## src/hw/rtl/rfpg_pkg.sv

```systemverilog
package rfpg_pkg;

  // field widths fixed by the interface
  localparam int unsigned CFG_W = 7;
  localparam int unsigned IDX_W = 12;
  localparam int unsigned PIX_W = 8;
  localparam int unsigned APB_DW = 32;
  localparam int unsigned APB_AW = 3;

  localparam logic [CFG_W-1:0] DIM_RESET = 7'd64;

  // two-entry queue between front and back
  localparam int unsigned Q_DEPTH = 2;
  localparam int unsigned Q_PTR_W = $clog2(Q_DEPTH);
  localparam int unsigned Q_CNT_W = $clog2(Q_DEPTH + 1);

  // radial ramp breakpoints
  localparam logic [PIX_W-1:0] D_LO       = 8'd5;
  localparam logic [PIX_W-1:0] D_RAMP_END = 8'd55;
  localparam logic [PIX_W-1:0] D_FALL_END = 8'd62;
  localparam logic [PIX_W-1:0] RAMP_STEP  = 8'd5;
  localparam logic [PIX_W-1:0] RAMP_BASE  = 8'd10;
  localparam logic [PIX_W-1:0] FALL_STEP  = 8'd36;
  localparam logic [PIX_W-1:0] FALL_TOP   = 8'd255;

  typedef enum logic {
    REG_TEX_WIDTH  = 1'b0,
    REG_TEX_HEIGHT = 1'b1
  } cfg_reg_e;

  typedef struct packed {
    logic idle;
    logic done;
  } back_status_t;

  // intensity from integer distance; every value fits a byte
  function automatic logic [PIX_W-1:0] intensity(input logic [15:0] d);
    logic [PIX_W-1:0] t;
    t = '0;
    if (d < {8'd0, D_LO}) begin
      return '0;
    end else if (d < {8'd0, D_RAMP_END}) begin
      t = d[PIX_W-1:0] - D_LO;
      return PIX_W'(t * RAMP_STEP) + RAMP_BASE;
    end else if (d < {8'd0, D_FALL_END}) begin
      t = d[PIX_W-1:0] - D_RAMP_END;
      return FALL_TOP - PIX_W'(t * FALL_STEP);
    end else begin
      return '0;
    end
  endfunction

endpackage

```

## src/hw/rtl/rfpg_tick_if.sv

```systemverilog
interface rfpg_tick_if;
  logic valid;
  logic ready;
  logic restart;

  modport source (output valid, output restart, input ready);
  modport sink (input valid, input restart, output ready);
endinterface

```

## src/hw/rtl/rfpg_pix_if.sv

```systemverilog
interface rfpg_pix_if;
  logic                          valid;
  logic                          ready;
  logic [rfpg_pkg::PIX_W-1:0]    pixel_value;
  logic [rfpg_pkg::IDX_W-1:0]    pixel_index;
  logic                          last_pixel;

  modport source (output valid, output pixel_value, output pixel_index, output last_pixel,
                  input ready);
  modport sink (input valid, input pixel_value, input pixel_index, input last_pixel,
                output ready);
endinterface

```

## src/hw/rtl/radial_falloff_pixel_generator.sv

```systemverilog
// Path: a tick beat enters the queue; the back end pops it, sums the squares,
//   forms K = clog2(MAX_DIM+1)+1 root digits bit-serially, then registers the pixel.
// The shared bit-serial square-root unit takes one entry at a time and waits while
//   the output is stalled; the two-entry queue absorbs bursts.
// Reset (async, active low): counters at pixel zero, both dimensions 64,
//   queue empty, no result pending.
module radial_falloff_pixel_generator #(
  parameter int unsigned MAX_DIM = 64
) (
  input  logic                        clk_i,
  input  logic                        rst_ni,
  rfpg_tick_if.sink                   tick_i,
  rfpg_pix_if.source                  pix_o,
  input  logic                        psel,
  input  logic                        penable,
  input  logic                        pwrite,
  input  logic [rfpg_pkg::APB_AW-1:0] paddr,
  input  logic [rfpg_pkg::APB_DW-1:0] pwdata,
  output logic [rfpg_pkg::APB_DW-1:0] prdata,
  output logic                        pready
);

  localparam int unsigned DIM_W   = $clog2(MAX_DIM + 1);
  localparam int unsigned ENTRY_W = 2 * DIM_W + rfpg_pkg::IDX_W + 1;

  // ---------------------------------------------------------------------
  // Configuration registers. Word address picks the register; byte
  // offset bits are ignored. Any write sends the raster back to origin.
  // ---------------------------------------------------------------------
  logic [rfpg_pkg::CFG_W-1:0] width_q, width_d, height_q, height_d;
  logic                       cfg_wr;
  rfpg_pkg::cfg_reg_e         cfg_sel;

  assign pready  = 1'b1;
  assign cfg_wr  = psel && penable && pwrite && pready;
  assign cfg_sel = rfpg_pkg::cfg_reg_e'(paddr[2]);

  always_comb begin
    width_d  = width_q;
    height_d = height_q;
    prdata   = '0;
    unique case (cfg_sel)
      rfpg_pkg::REG_TEX_WIDTH: begin
        prdata = rfpg_pkg::APB_DW'(width_q);
        if (cfg_wr) begin
          width_d = pwdata[rfpg_pkg::CFG_W-1:0];
        end
      end
      rfpg_pkg::REG_TEX_HEIGHT: begin
        prdata = rfpg_pkg::APB_DW'(height_q);
        if (cfg_wr) begin
          height_d = pwdata[rfpg_pkg::CFG_W-1:0];
        end
      end
      default: prdata = '0;
    endcase
  end

  always_ff @(posedge clk_i or negedge rst_ni) begin
    if (!rst_ni) begin
      width_q  <= rfpg_pkg::DIM_RESET;
      height_q <= rfpg_pkg::DIM_RESET;
    end else begin
      width_q  <= width_d;
      height_q <= height_d;
    end
  end

  // ---------------------------------------------------------------------
  // Front end: raster counters, restart and wrap. One tick beat becomes
  // one queue entry holding the corner offsets, index and last flag.
  // ---------------------------------------------------------------------
  logic               q_full, q_push, q_valid, q_pop;
  logic [ENTRY_W-1:0] front_entry, q_entry;

  assign tick_i.ready = !q_full;
  assign q_push       = tick_i.valid && !q_full;

  rfpg_front #(
    .MAX_DIM (MAX_DIM)
  ) u_front (
    .clk_i       (clk_i),
    .rst_ni      (rst_ni),
    .push_i      (q_push),
    .restart_i   (tick_i.restart),
    .cfg_clear_i (cfg_wr),
    .width_i     (width_q),
    .height_i    (height_q),
    .entry_o     (front_entry)
  );

  // Short queue so the front keeps counting while the root unit is busy.
  rfpg_queue #(
    .WIDTH (ENTRY_W)
  ) u_queue (
    .clk_i   (clk_i),
    .rst_ni  (rst_ni),
    .push_i  (q_push),
    .data_i  (front_entry),
    .full_o  (q_full),
    .pop_i   (q_pop),
    .valid_o (q_valid),
    .data_o  (q_entry)
  );

  // ---------------------------------------------------------------------
  // Back end: squares and sum, bit-serial root, ramp lookup, output reg.
  // ---------------------------------------------------------------------
  rfpg_pkg::back_status_t back_st;

  rfpg_back #(
    .MAX_DIM (MAX_DIM)
  ) u_back (
    .clk_i       (clk_i),
    .rst_ni      (rst_ni),
    .q_valid_i   (q_valid),
    .q_entry_i   (q_entry),
    .q_pop_o     (q_pop),
    .out_ready_i (pix_o.ready),
    .out_valid_o (pix_o.valid),
    .out_value_o (pix_o.pixel_value),
    .out_index_o (pix_o.pixel_index),
    .out_last_o  (pix_o.last_pixel),
    .status_o    (back_st)
  );

  // ---------------------------------------------------------------------
  // Checks
  // ---------------------------------------------------------------------
  // back only takes an entry the queue actually holds
  a_pop_needs_entry: assert property (@(posedge clk_i) disable iff (!rst_ni)
    q_pop |-> q_valid)
    else $error("back popped an empty queue");

  // a fresh result beat only comes out of the finishing state
  a_result_from_done: assert property (@(posedge clk_i) disable iff (!rst_ni)
    $rose(pix_o.valid) |-> $past(back_st.done))
    else $error("result beat without a finished root");

  // back end stays put while the queue is empty
  a_idle_holds: assert property (@(posedge clk_i) disable iff (!rst_ni)
    (back_st.idle && !q_valid) |=> back_st.idle)
    else $error("back end left idle with nothing queued");

endmodule

```

## src/hw/rtl/rfpg_front.sv

```systemverilog
module rfpg_front #(
  parameter int unsigned MAX_DIM = 64,
  localparam int unsigned DIM_W = $clog2(MAX_DIM + 1),
  localparam int unsigned ENTRY_W = 2 * DIM_W + rfpg_pkg::IDX_W + 1
) (
  input  logic                       clk_i,
  input  logic                       rst_ni,
  input  logic                       push_i,
  input  logic                       restart_i,
  input  logic                       cfg_clear_i,
  input  logic [rfpg_pkg::CFG_W-1:0] width_i,
  input  logic [rfpg_pkg::CFG_W-1:0] height_i,
  output logic [ENTRY_W-1:0]         entry_o
);

  localparam int unsigned CNT_W = $clog2(MAX_DIM);
  localparam int unsigned CMP_W = (DIM_W > rfpg_pkg::CFG_W) ? DIM_W : rfpg_pkg::CFG_W;

  typedef struct packed {
    logic [DIM_W-1:0]           dy;
    logic [DIM_W-1:0]           dx;
    logic [rfpg_pkg::IDX_W-1:0] idx;
    logic                       last;
  } entry_t;

  // zero reads as one, anything above MAX_DIM as MAX_DIM
  function automatic logic [DIM_W-1:0] eff_dim(input logic [rfpg_pkg::CFG_W-1:0] v);
    logic [CMP_W-1:0] ve;
    ve = CMP_W'(v);
    if (v == '0) begin
      return DIM_W'(1);
    end else if (ve > CMP_W'(MAX_DIM)) begin
      return DIM_W'(MAX_DIM);
    end else begin
      return DIM_W'(ve);
    end
  endfunction

  logic [CNT_W-1:0]           row_q, row_d, col_q, col_d, row_c, col_c;
  logic [rfpg_pkg::IDX_W-1:0] idx_q, idx_d, idx_c;
  logic [DIM_W-1:0]           w, h;
  logic [CNT_W-1:0]           w_m1, h_m1;
  logic                       last;
  entry_t                     entry;

  always_comb begin
    w     = eff_dim(width_i);
    h     = eff_dim(height_i);
    w_m1  = CNT_W'(w - DIM_W'(1));
    h_m1  = CNT_W'(h - DIM_W'(1));
    row_c = restart_i ? '0 : row_q;
    col_c = restart_i ? '0 : col_q;
    idx_c = restart_i ? '0 : idx_q;
    last  = (row_c == h_m1) && (col_c == w_m1);

    entry.dy   = h - DIM_W'(row_c);
    entry.dx   = w - DIM_W'(col_c);
    entry.idx  = idx_c;
    entry.last = last;
  end

  assign entry_o = entry;

  always_comb begin
    row_d = row_q;
    col_d = col_q;
    idx_d = idx_q;
    priority if (cfg_clear_i) begin
      row_d = '0;
      col_d = '0;
      idx_d = '0;
    end else if (push_i) begin
      if (last) begin
        row_d = '0;
        col_d = '0;
        idx_d = '0;
      end else begin
        idx_d = idx_c + rfpg_pkg::IDX_W'(1);
        if (col_c == w_m1) begin
          col_d = '0;
          row_d = row_c + CNT_W'(1);
        end else begin
          col_d = col_c + CNT_W'(1);
          row_d = row_c;
        end
      end
    end
  end

  always_ff @(posedge clk_i or negedge rst_ni) begin
    if (!rst_ni) begin
      row_q <= '0;
      col_q <= '0;
      idx_q <= '0;
    end else begin
      row_q <= row_d;
      col_q <= col_d;
      idx_q <= idx_d;
    end
  end

endmodule

```

## src/hw/rtl/rfpg_queue.sv

```systemverilog
module rfpg_queue #(
  parameter int unsigned WIDTH = 27
) (
  input  logic             clk_i,
  input  logic             rst_ni,
  input  logic             push_i,
  input  logic [WIDTH-1:0] data_i,
  output logic             full_o,
  input  logic             pop_i,
  output logic             valid_o,
  output logic [WIDTH-1:0] data_o
);

  logic [WIDTH-1:0]             mem_q [rfpg_pkg::Q_DEPTH];
  logic [rfpg_pkg::Q_PTR_W-1:0] wr_ptr_q, rd_ptr_q;
  logic [rfpg_pkg::Q_CNT_W-1:0] cnt_q;
  logic                         do_push, do_pop;

  assign full_o  = (cnt_q == rfpg_pkg::Q_CNT_W'(rfpg_pkg::Q_DEPTH));
  assign valid_o = (cnt_q != '0);
  assign data_o  = mem_q[rd_ptr_q];
  assign do_push = push_i && !full_o;
  assign do_pop  = pop_i && valid_o;

  always_ff @(posedge clk_i) begin
    if (do_push) begin
      mem_q[wr_ptr_q] <= data_i;
    end
  end

  always_ff @(posedge clk_i or negedge rst_ni) begin
    if (!rst_ni) begin
      wr_ptr_q <= '0;
      rd_ptr_q <= '0;
      cnt_q    <= '0;
    end else begin
      if (do_push) begin
        wr_ptr_q <= wr_ptr_q + rfpg_pkg::Q_PTR_W'(1);
      end
      if (do_pop) begin
        rd_ptr_q <= rd_ptr_q + rfpg_pkg::Q_PTR_W'(1);
      end
      unique case ({do_push, do_pop})
        2'b10:   cnt_q <= cnt_q + rfpg_pkg::Q_CNT_W'(1);
        2'b01:   cnt_q <= cnt_q - rfpg_pkg::Q_CNT_W'(1);
        default: cnt_q <= cnt_q;
      endcase
    end
  end

endmodule

```

## src/hw/rtl/rfpg_back.sv

```systemverilog
module rfpg_back #(
  parameter int unsigned MAX_DIM = 64,
  localparam int unsigned DIM_W = $clog2(MAX_DIM + 1),
  localparam int unsigned ENTRY_W = 2 * DIM_W + rfpg_pkg::IDX_W + 1
) (
  input  logic                       clk_i,
  input  logic                       rst_ni,
  input  logic                       q_valid_i,
  input  logic [ENTRY_W-1:0]         q_entry_i,
  output logic                       q_pop_o,
  input  logic                       out_ready_i,
  output logic                       out_valid_o,
  output logic [rfpg_pkg::PIX_W-1:0] out_value_o,
  output logic [rfpg_pkg::IDX_W-1:0] out_index_o,
  output logic                       out_last_o,
  output rfpg_pkg::back_status_t     status_o
);

  // squared distance width and number of root digits
  localparam int unsigned NW = 2 * DIM_W + 1;
  localparam int unsigned K  = DIM_W + 1;

  typedef struct packed {
    logic [DIM_W-1:0]           dy;
    logic [DIM_W-1:0]           dx;
    logic [rfpg_pkg::IDX_W-1:0] idx;
    logic                       last;
  } entry_t;

  typedef enum logic [2:0] {
    ST_IDLE = 3'b001,
    ST_CALC = 3'b010,
    ST_DONE = 3'b100
  } state_e;

  state_e                     state_q, state_d;
  entry_t                     entry;
  logic [NW-1:0]              rem_q, rem_d, root_q, root_d, bit_q, bit_d;
  logic [NW-1:0]              dy_x, dx_x;
  logic [NW:0]                trial;
  logic [rfpg_pkg::IDX_W-1:0] idx_q, idx_d;
  logic                       last_q, last_d;
  logic                       out_valid_q, out_valid_d;
  logic [rfpg_pkg::PIX_W-1:0] out_value_q, out_value_d;
  logic [rfpg_pkg::IDX_W-1:0] out_index_q, out_index_d;
  logic                       out_last_q, out_last_d;
  logic                       out_free;

  assign entry    = q_entry_i;
  assign dy_x     = NW'(entry.dy);
  assign dx_x     = NW'(entry.dx);
  assign trial    = {1'b0, root_q} + {1'b0, bit_q};
  assign out_free = !out_valid_q || out_ready_i;

  always_comb begin
    state_d     = state_q;
    rem_d       = rem_q;
    root_d      = root_q;
    bit_d       = bit_q;
    idx_d       = idx_q;
    last_d      = last_q;
    out_valid_d = out_valid_q && !out_ready_i;
    out_value_d = out_value_q;
    out_index_d = out_index_q;
    out_last_d  = out_last_q;
    q_pop_o     = 1'b0;
    unique case (state_q)
      ST_IDLE: begin
        if (q_valid_i) begin
          q_pop_o = 1'b1;
          rem_d   = NW'(dy_x * dy_x) + NW'(dx_x * dx_x);
          root_d  = '0;
          bit_d   = NW'(1) << (2 * (K - 1));
          idx_d   = entry.idx;
          last_d  = entry.last;
          state_d = ST_CALC;
        end
      end
      ST_CALC: begin
        // one root digit per cycle, restoring form
        if ({1'b0, rem_q} >= trial) begin
          rem_d  = rem_q - trial[NW-1:0];
          root_d = (root_q >> 1) + bit_q;
        end else begin
          root_d = root_q >> 1;
        end
        bit_d = bit_q >> 2;
        if (bit_q == NW'(1)) begin
          state_d = ST_DONE;
        end
      end
      ST_DONE: begin
        if (out_free) begin
          out_valid_d = 1'b1;
          out_value_d = rfpg_pkg::intensity(16'(root_q));
          out_index_d = idx_q;
          out_last_d  = last_q;
          state_d     = ST_IDLE;
        end
      end
      default: state_d = ST_IDLE;
    endcase
  end

  always_ff @(posedge clk_i) begin
    rem_q       <= rem_d;
    root_q      <= root_d;
    bit_q       <= bit_d;
    idx_q       <= idx_d;
    last_q      <= last_d;
    out_value_q <= out_value_d;
    out_index_q <= out_index_d;
    out_last_q  <= out_last_d;
  end

  always_ff @(posedge clk_i or negedge rst_ni) begin
    if (!rst_ni) begin
      state_q     <= ST_IDLE;
      out_valid_q <= 1'b0;
    end else begin
      state_q     <= state_d;
      out_valid_q <= out_valid_d;
    end
  end

  assign out_valid_o   = out_valid_q;
  assign out_value_o   = out_value_q;
  assign out_index_o   = out_index_q;
  assign out_last_o    = out_last_q;
  assign status_o.idle = (state_q == ST_IDLE);
  assign status_o.done = (state_q == ST_DONE);

endmodule
```

## src/flat_wrapper.sv

```systemverilog
// flat-port wrapper written by rule: the top's interface ports become plain ports
module radial_falloff_pixel_generator_flat 
#(
  parameter int unsigned MAX_DIM = 64
)
  (clk_i, rst_ni, psel, penable, pwrite, paddr, pwdata, prdata, pready, tick_i_valid, tick_i_restart, tick_i_ready, pix_o_valid, pix_o_pixel_value, pix_o_pixel_index, pix_o_last_pixel, pix_o_ready);
  rfpg_tick_if tick_i_i ();
  rfpg_pix_if pix_o_i ();
  input  logic clk_i;
  input  logic rst_ni;
  input  logic psel;
  input  logic penable;
  input  logic pwrite;
  input  logic [rfpg_pkg::APB_AW-1:0] paddr;
  input  logic [rfpg_pkg::APB_DW-1:0] pwdata;
  output logic [rfpg_pkg::APB_DW-1:0] prdata;
  output logic pready;
  input wire logic [$bits(tick_i_i.valid)-1:0] tick_i_valid;
  input wire logic [$bits(tick_i_i.restart)-1:0] tick_i_restart;
  output wire logic [$bits(tick_i_i.ready)-1:0] tick_i_ready;
  output wire logic [$bits(pix_o_i.valid)-1:0] pix_o_valid;
  output wire logic [$bits(pix_o_i.pixel_value)-1:0] pix_o_pixel_value;
  output wire logic [$bits(pix_o_i.pixel_index)-1:0] pix_o_pixel_index;
  output wire logic [$bits(pix_o_i.last_pixel)-1:0] pix_o_last_pixel;
  input wire logic [$bits(pix_o_i.ready)-1:0] pix_o_ready;
  assign tick_i_i.valid = tick_i_valid;
  assign tick_i_i.restart = tick_i_restart;
  assign tick_i_ready = tick_i_i.ready;
  assign pix_o_valid = pix_o_i.valid;
  assign pix_o_pixel_value = pix_o_i.pixel_value;
  assign pix_o_pixel_index = pix_o_i.pixel_index;
  assign pix_o_last_pixel = pix_o_i.last_pixel;
  assign pix_o_i.ready = pix_o_ready;
  radial_falloff_pixel_generator #(.MAX_DIM(MAX_DIM)) u_core (.clk_i(clk_i), .rst_ni(rst_ni), .tick_i(tick_i_i), .pix_o(pix_o_i), .psel(psel), .penable(penable), .pwrite(pwrite), .paddr(paddr), .pwdata(pwdata), .prdata(prdata), .pready(pready));
endmodule
```

## config.mk

```make
export PLATFORM = sky130hd
export DESIGN_NAME = radial_falloff_pixel_generator_flat
export DESIGN_NICKNAME = d
export VERILOG_FILES = /design/src/hw/rtl/rfpg_pkg.sv /design/src/hw/rtl/rfpg_tick_if.sv /design/src/hw/rtl/rfpg_pix_if.sv /design/src/hw/rtl/radial_falloff_pixel_generator.sv /design/src/hw/rtl/rfpg_front.sv /design/src/hw/rtl/rfpg_queue.sv /design/src/hw/rtl/rfpg_back.sv /design/src/flat_wrapper.sv
export SDC_FILE = /design/constraint.sdc
export NUM_CORES = 1
export LEC_CHECK = 0
export BUFFER_PORTS_ARGS = -buffer_cell sky130_fd_sc_hd__buf_2
export CORE_UTILIZATION = 45
export DETAILED_ROUTE_END_ITERATION = 8
export GPL_TIMING_DRIVEN = 0
export SETUP_SLACK_MARGIN = 0.4
export SYNTH_ARGS = -nofsm -noshare
export SYNTH_HDL_FRONTEND = slang
export SYNTH_SLANG_ARGS = --single-unit
```

## constraint.sdc

```tcl
create_clock -name clk_i -period 11.4 [get_ports clk_i]
set_clock_uncertainty 0.1 [all_clocks]
set_input_delay 0.57 -clock clk_i [delete_from_list [all_inputs] [get_ports clk_i]]
set_output_delay 0.57 -clock clk_i [all_outputs]
set_load 0.02 [all_outputs]
```

After elaboration in Yosys (flattened, before gate mapping)
Memory sizes are Yosys's and may differ from the RTL's.
Cells that the tools add are included.
{ "word_totals": {"input_bits": 43, "romBits": 0, "out_inout_bits": 56, "n_memories": 1, "ram_bits": 54, "register_bits": 125, "latchBits": 0, "elab_cells": 126} }
{ "mem_list": {"columns": ["memory", "depth", "width", "rd", "rd_clocked_by_memory_dff", "write_ports", "line", "rtl"], "rows": [
  ["u_core.u_queue.mem_q", 2, 27, 1, 0, 1, "rfpg_queue.sv:14", "logic [WIDTH-1:0] mem_q [rfpg_pkg::Q_DEPTH];"]
]} }
{ "classes": {"eq_ne": 13, "shifts": 0, "multipliers": 4, "n_bitwise": 1, "n_reduce_logical": 24, "div_mod_pow": 0, "n_mux": 40, "n_addsub": 19, "magnitude_cmp": 6} }
{ "op_table": {"columns": ["cell", "count"], "rows": [
  ["15-bit case mux with 2 select lines", 3],
  ["15-bit 2-to-1 mux", 5],
  ["32-bit case mux with 2 select lines", 1],
  ["6-bit 2-to-1 mux", 10],
  ["12-bit 2-to-1 mux", 4],
  ["15-bit by 6-bit less-than comparator with 1-bit output (second input constant)", 2],
  ["7-bit by 7-bit multiplier with 14-bit output", 2],
  ["7-bit 2-to-1 mux", 4],
  ["15-bit by 15-bit adder with 16-bit output", 1],
  ["15-bit by 16-bit greater-or-equal comparator with 1-bit output", 1],
  ["8-bit 2-to-1 mux", 2],
  ["14-bit by 14-bit adder with 15-bit output", 1],
  ["14-bit by 15-bit adder with 15-bit output", 1],
  ["15-bit by 1-bit == test with 1-bit output (second input constant)", 1],
  ["15-bit by 3-bit less-than comparator with 1-bit output (second input constant)", 1],
  ["15-bit subtractor", 1],
  ["7-bit > comparator (second input constant)", 2],
  ["7-bit logical NOT", 2],
  ["7-bit by 6-bit subtractor with 7-bit output", 2],
  ["12-bit by 1-bit adder with 12-bit output (second input constant)", 1],
  ["6-bit by 1-bit adder with 6-bit output (second input constant)", 2],
  ["6-bit == test", 2],
  ["6-bit by 1-bit subtractor with 6-bit output (second input constant)", 2],
  ["2-bit AND reduction", 5],
  ["25 further kinds", 49]
]} }

Logic depth before layout (Yosys ltp)
{ "depth": {"word_depth": 9, "depth_mapped": 26, "ltp_nobuf": 24} }

Hierarchy
From an unflattened synthesis, not the netlist that was laid out.
{ "unflattened": {"hier_cells": 1269, "hier_area_um2": 13187.6} }
{ "modules_own_cells": {"columns": ["module", "seq_area_each_um2", "n_inst", "cells_each", "area_each_um2"], "rows": [
  ["rfpg_back", 2263.4, 1, 804, 7701.1],
  ["rfpg_front", 600.6, 1, 294, 2472.4],
  ["rfpg_queue", 1721.7, 1, 102, 2158.3],
  ["radial_falloff_pixel_generator", 352.8, 1, 69, 855.8]
]} }

Least setup slack after synthesis
Ideal clock, no wire load.
{ "synth_timing": {"path_type": "reg-to-reg", "startpoint": "reg u_core.u_queue.rd_ptr_q", "endpoint": "reg u_core.u_back.rem_q[13] (data pin)", "t_required_ns": 11.031, "t_arrival_ns": 6.540, "period_less_slack_ns": 6.909, "path_slack_ns": 4.491, "path_stages_with_launch": 24, "setup_ns": 0.269, "path_buffers": 2, "cell_sequence": "dfrtp_1 > buf_1 > clkbuf_1 > mux2i_1 > or2_2 > fa_1 > fa_1 > inv_1 > fa_1 > inv_1 > fa_1 > inv_1 > fa_1 > inv_1 > fa_1 > inv_1 > ha_1 > or2_2 > o22a_1 > o31a_1 > a41o_1 > o41ai_1 > xor2_1 > mux2i_1"} }
{ "synth_via": {"elab_chain_cells": 5, "word_cells_on_any_way": 6, "cone_classes": "add/sub (1); mul (2); mux (2); memory (1)"} }
{ "synth_lines": {"columns": ["item", "line", "rtl"], "rows": [
  ["from (decl)", "rfpg_queue.sv:15", "logic [rfpg_pkg::Q_PTR_W-1:0] wr_ptr_q, rd_ptr_q;"],
  ["from (signal assigned)", "rfpg_queue.sv:41", "rd_ptr_q <= rd_ptr_q + rfpg_pkg::Q_PTR_W'(1);"],
  ["memory read 2 x 27 bit (*)", null, null],
  ["7-bit by 7-bit multiplier with 14-bit output", "rfpg_back.sv:71", "rem_d = NW'(dy_x * dy_x) + NW'(dx_x * dx_x);"],
  ["14-bit by 14-bit adder with 15-bit output (*)", "rfpg_back.sv:71", null],
  ["15-bit 2-to-1 mux (*)", "rfpg_back.sv:69", "if (q_valid_i) begin"],
  ["15-bit case mux with 2 select lines (*)", "rfpg_back.sv:67", "unique case (state_q)"],
  ["via u_core.u_back.rem_d[13]", "rfpg_back.sv:38", "logic [NW-1:0] rem_q, rem_d, root_q, root_d, bit_q, bit_d;"],
  ["to (signal assigned)", "rfpg_back.sv:106", "rem_q <= rem_d;"],
  ["to (decl)", "rfpg_back.sv:38", null]
]} }
The timed path passes the listed nets; every way through them passes the cells marked *. The select of a mux whose other input is x is not followed.
A chain may end at the register's enable or synchronous reset.

Worst setup path in the final report
Same ends and word-level chain as after synthesis.

==> results.yml <==
global_route:
  grt_pass1_wl_um: 44900
  grt_remaining_overflow: 0
  grt_start_max_net_pins: 47
  grt_pass1_vias: 8965
  antenna_found_initial: 0
  grt_usage_pct: 19.3
setup_path:
  start_kind: "register"
  cp_top_family: "adder cells"
  crit_buf_inv: 8
  cp.arrival_ns: 7.89
  critPathCaptureType: "register"
  path_max_fanout: 10
  cp_slowest_stage_delay_ns: 0.61
  crit_chain: "buf_1, clkbuf_1, mux2i_1, inv_1, nand2_1, fa_1, fa_1, inv_1, fa_1, inv_1, fa_1, inv_1, fa_1, inv_1, fa_1, inv_1, ha_1, or2_2, o22a_1, o31a_1, a41o_1, o41ai_1, xor2_1, mux2i_1"
  cp.required_ns: 11.47
  path_class: "register to register"
  crit_slowest_cell: "mux2i_1"
finish:
  area_growth_pct: 10.8
  fin_nets: 1538
  fin_area_um2: 14300
  drive_above_1_share_pct: 13.3
  stdcell_count: 1717
  n_antenna_cell: 0
routing:
  drt_pass1_iterations: 5
  drt_iter0_drc: 529
  met2_length_um: 12700
  m1WireLength_um: 12700
  avgRoutedWirePerCell_um: 15.5
  postRouteAntennaNets: 0
  routed-via-count: 9031
  wl_um: 26600
  dr_wl_met3_um: 842
  via_per_inst: 5.26
  dr.max_layer_used: "met4"
  drcViolationCount: 0
placement:
  portBuffers: 44
  gp_congestion: 0.878
  dpl.hpwl_um: 20700
  placed_area_um2: 13800
  dp.cells: 1685
floorplan:
  die_x_um: 172
  fp.dieH_um: 172
  core_um2: 28000
  rows: 61
  dieArea_um2: 29400
  initial_utilization_pct: 46.2
  io_pins: 99
yosys:
  synth_top_area_share_pct: 29.2
  synth-edff-count: 126
  netlist_area_um2: 12900
  synth_ff_type: "edfxtp_1"
  yosys_register_bits: 172
  ys_types: 79
  synth_warnings: 0
  synth_commonest_cells: "edfxtp_1, ha_1, inv_1, nor2_1, nand2_1"
  syn_area_per_cell_um2: 10.5
  synthTopCellsByArea: "edfxtp_1, ha_1, dfrtp_1, fa_1, xnor2_1"
  async_reset_ff_share_pct: 26.7
  synth_largest_area_cell: "edfxtp_1"
  seq_area_frac_synth_pct: 38.2
  netlist_instances: 1237
  post-synth-top-count-cell: "edfxtp_1"
clock_tree:
  postCtsResizedCells: 0
  cts_buffers: 17
  path_clk_slew_ns: 0.07
  htreeDepth: 4
  clock_path_buffers: 2
  cts.sinks: 172
  insertion_delay_ns: 0.44
  post_cts_buffers: 0
  tritoncts: "yes"
  root_buffer: "clkbuf_16"
  cts-hold-fix-buffers: 0
sta:
  period_share_pct: 68.5
  setup_tns_ns: 0
  max_freq_mhz: 128
  drv_slew: 0
  fin_crit_ns: 7.81
  slew_headroom_pct: 15.7
  hold_viol: 0
  worst_pin_slew_ns: 1.26
  rsz0062_at_grt: "no"
  setup_viol: 0
status:
  status: "finished, final reports clean"
worst_hold_path:
  min_path_type: "primary input to asynchronous set/reset pin"
job:
  drv_cap: 0
per-layer routing:
layer / vias up / global-route usage [%]
met5: - / 0
met1: 4355 / 25.7
li1: 4521 / -
met2: 137 / 32.7
met4: 0 / 4.70
met3: 18 / 3.27
final timing paths:
| kind | from | endpoint | slack (ns) | cells after the start |
|---|---|---|---|---|
| worst max register to register | u_core.u_queue.rd_ptr_q$_DFFE_PN0P_ | u_core.u_back.rem_q[13]$_DFFE_PP_ | 3.59 | 24 |
| worst min-delay path | rst_ni | u_core.u_front.idx_q[7]$_DFFE_PN0P_ | 0.23 | 1 |
| worst max-delay path | u_core.u_queue.rd_ptr_q$_DFFE_PN0P_ | u_core.u_back.rem_q[13]$_DFFE_PP_ | 3.59 | 24 |
| max in group asynchronous | rst_ni | u_core.u_back.state_q[1]$_DFFE_PN0P_ | 10.32 | 1 |
| min in group clk_i | pwdata[0] | u_core.height_q[0]$_DFFE_PN0P_ | 0.27 | 2 |
| worst min register to register | u_core.u_back.idx_q[2]$_DFFE_PP_ | u_core.u_back.out_index_o[2]$_DFFE_PP_ | 0.32 | 0 |
layout by cell type (no fill, tap or decap), types with 30 or more instances in the layout:
cell type,count
a21oi_1,47
dfrtp_1,43
mux2_2,36
buf_2,46
nand2_1,77
edfxtp_1,126
ha_1,116
inv_1,108
nor2b_1,38
xnor2_1,57
xor2_1,30
nor2_1,106
fa_1,53
flip-flops by register name, indices dropped and copies added (netlist names), 8 cells and up:
signal                     count
u_core.u_back.idx_q           12
u_core.u_back.out_index_o     12
u_core.u_back.bit_q            8
u_core.u_back.root_q          15
u_core.u_back.out_value_o      8
u_core.u_queue.mem_q          54
u_core.u_back.rem_q           15
u_core.u_front.idx_q          12
cell families after synthesis:
kind of cell / share of synthesized area [%]
and+or+nand+nor: 13.9
AOI/OAI and AO/OA: 11.9
buffers and inverters: 5.88
DFF: 38.2
adders and majority gates: 19.4
xor gates and xnor gates: 6.06
muxes: 4.68
other: 0.0580
per-stage QoR:
stage / setup slack, ns / hold slack [ns] / util [%]
after detailed placement: 3.49 / 0.305 / 49.1
after CTS: 3.48 / 0.252 / 51.2
after global routing: 3.02 / 0.256 / 51.2
after global placement: 3.46 / 0.306 / 49.0
final: 3.59 / 0.226 / 51.2
after floorplan: 4.49 / 0.174 / -
layout make-up:
| cell class | count | area, um^2 |
|---|---|---|
| plain buffers | 62 | 340 |
| fillers | 2565 | 13700 |
| clock inverters | 14 | 154 |
| well taps | 378 | 473 |
| repair buffers | 46 | 250 |
| inverters | 112 | 420 |
| multi-input cells | 915 | 7340 |
| flip-flops and latches | 172 | 4940 |
| clock buffers | 18 | 429 |
Power is not shown: default switching activity piles up to over one toggle a cycle in this logic, so the estimate is an artifact.
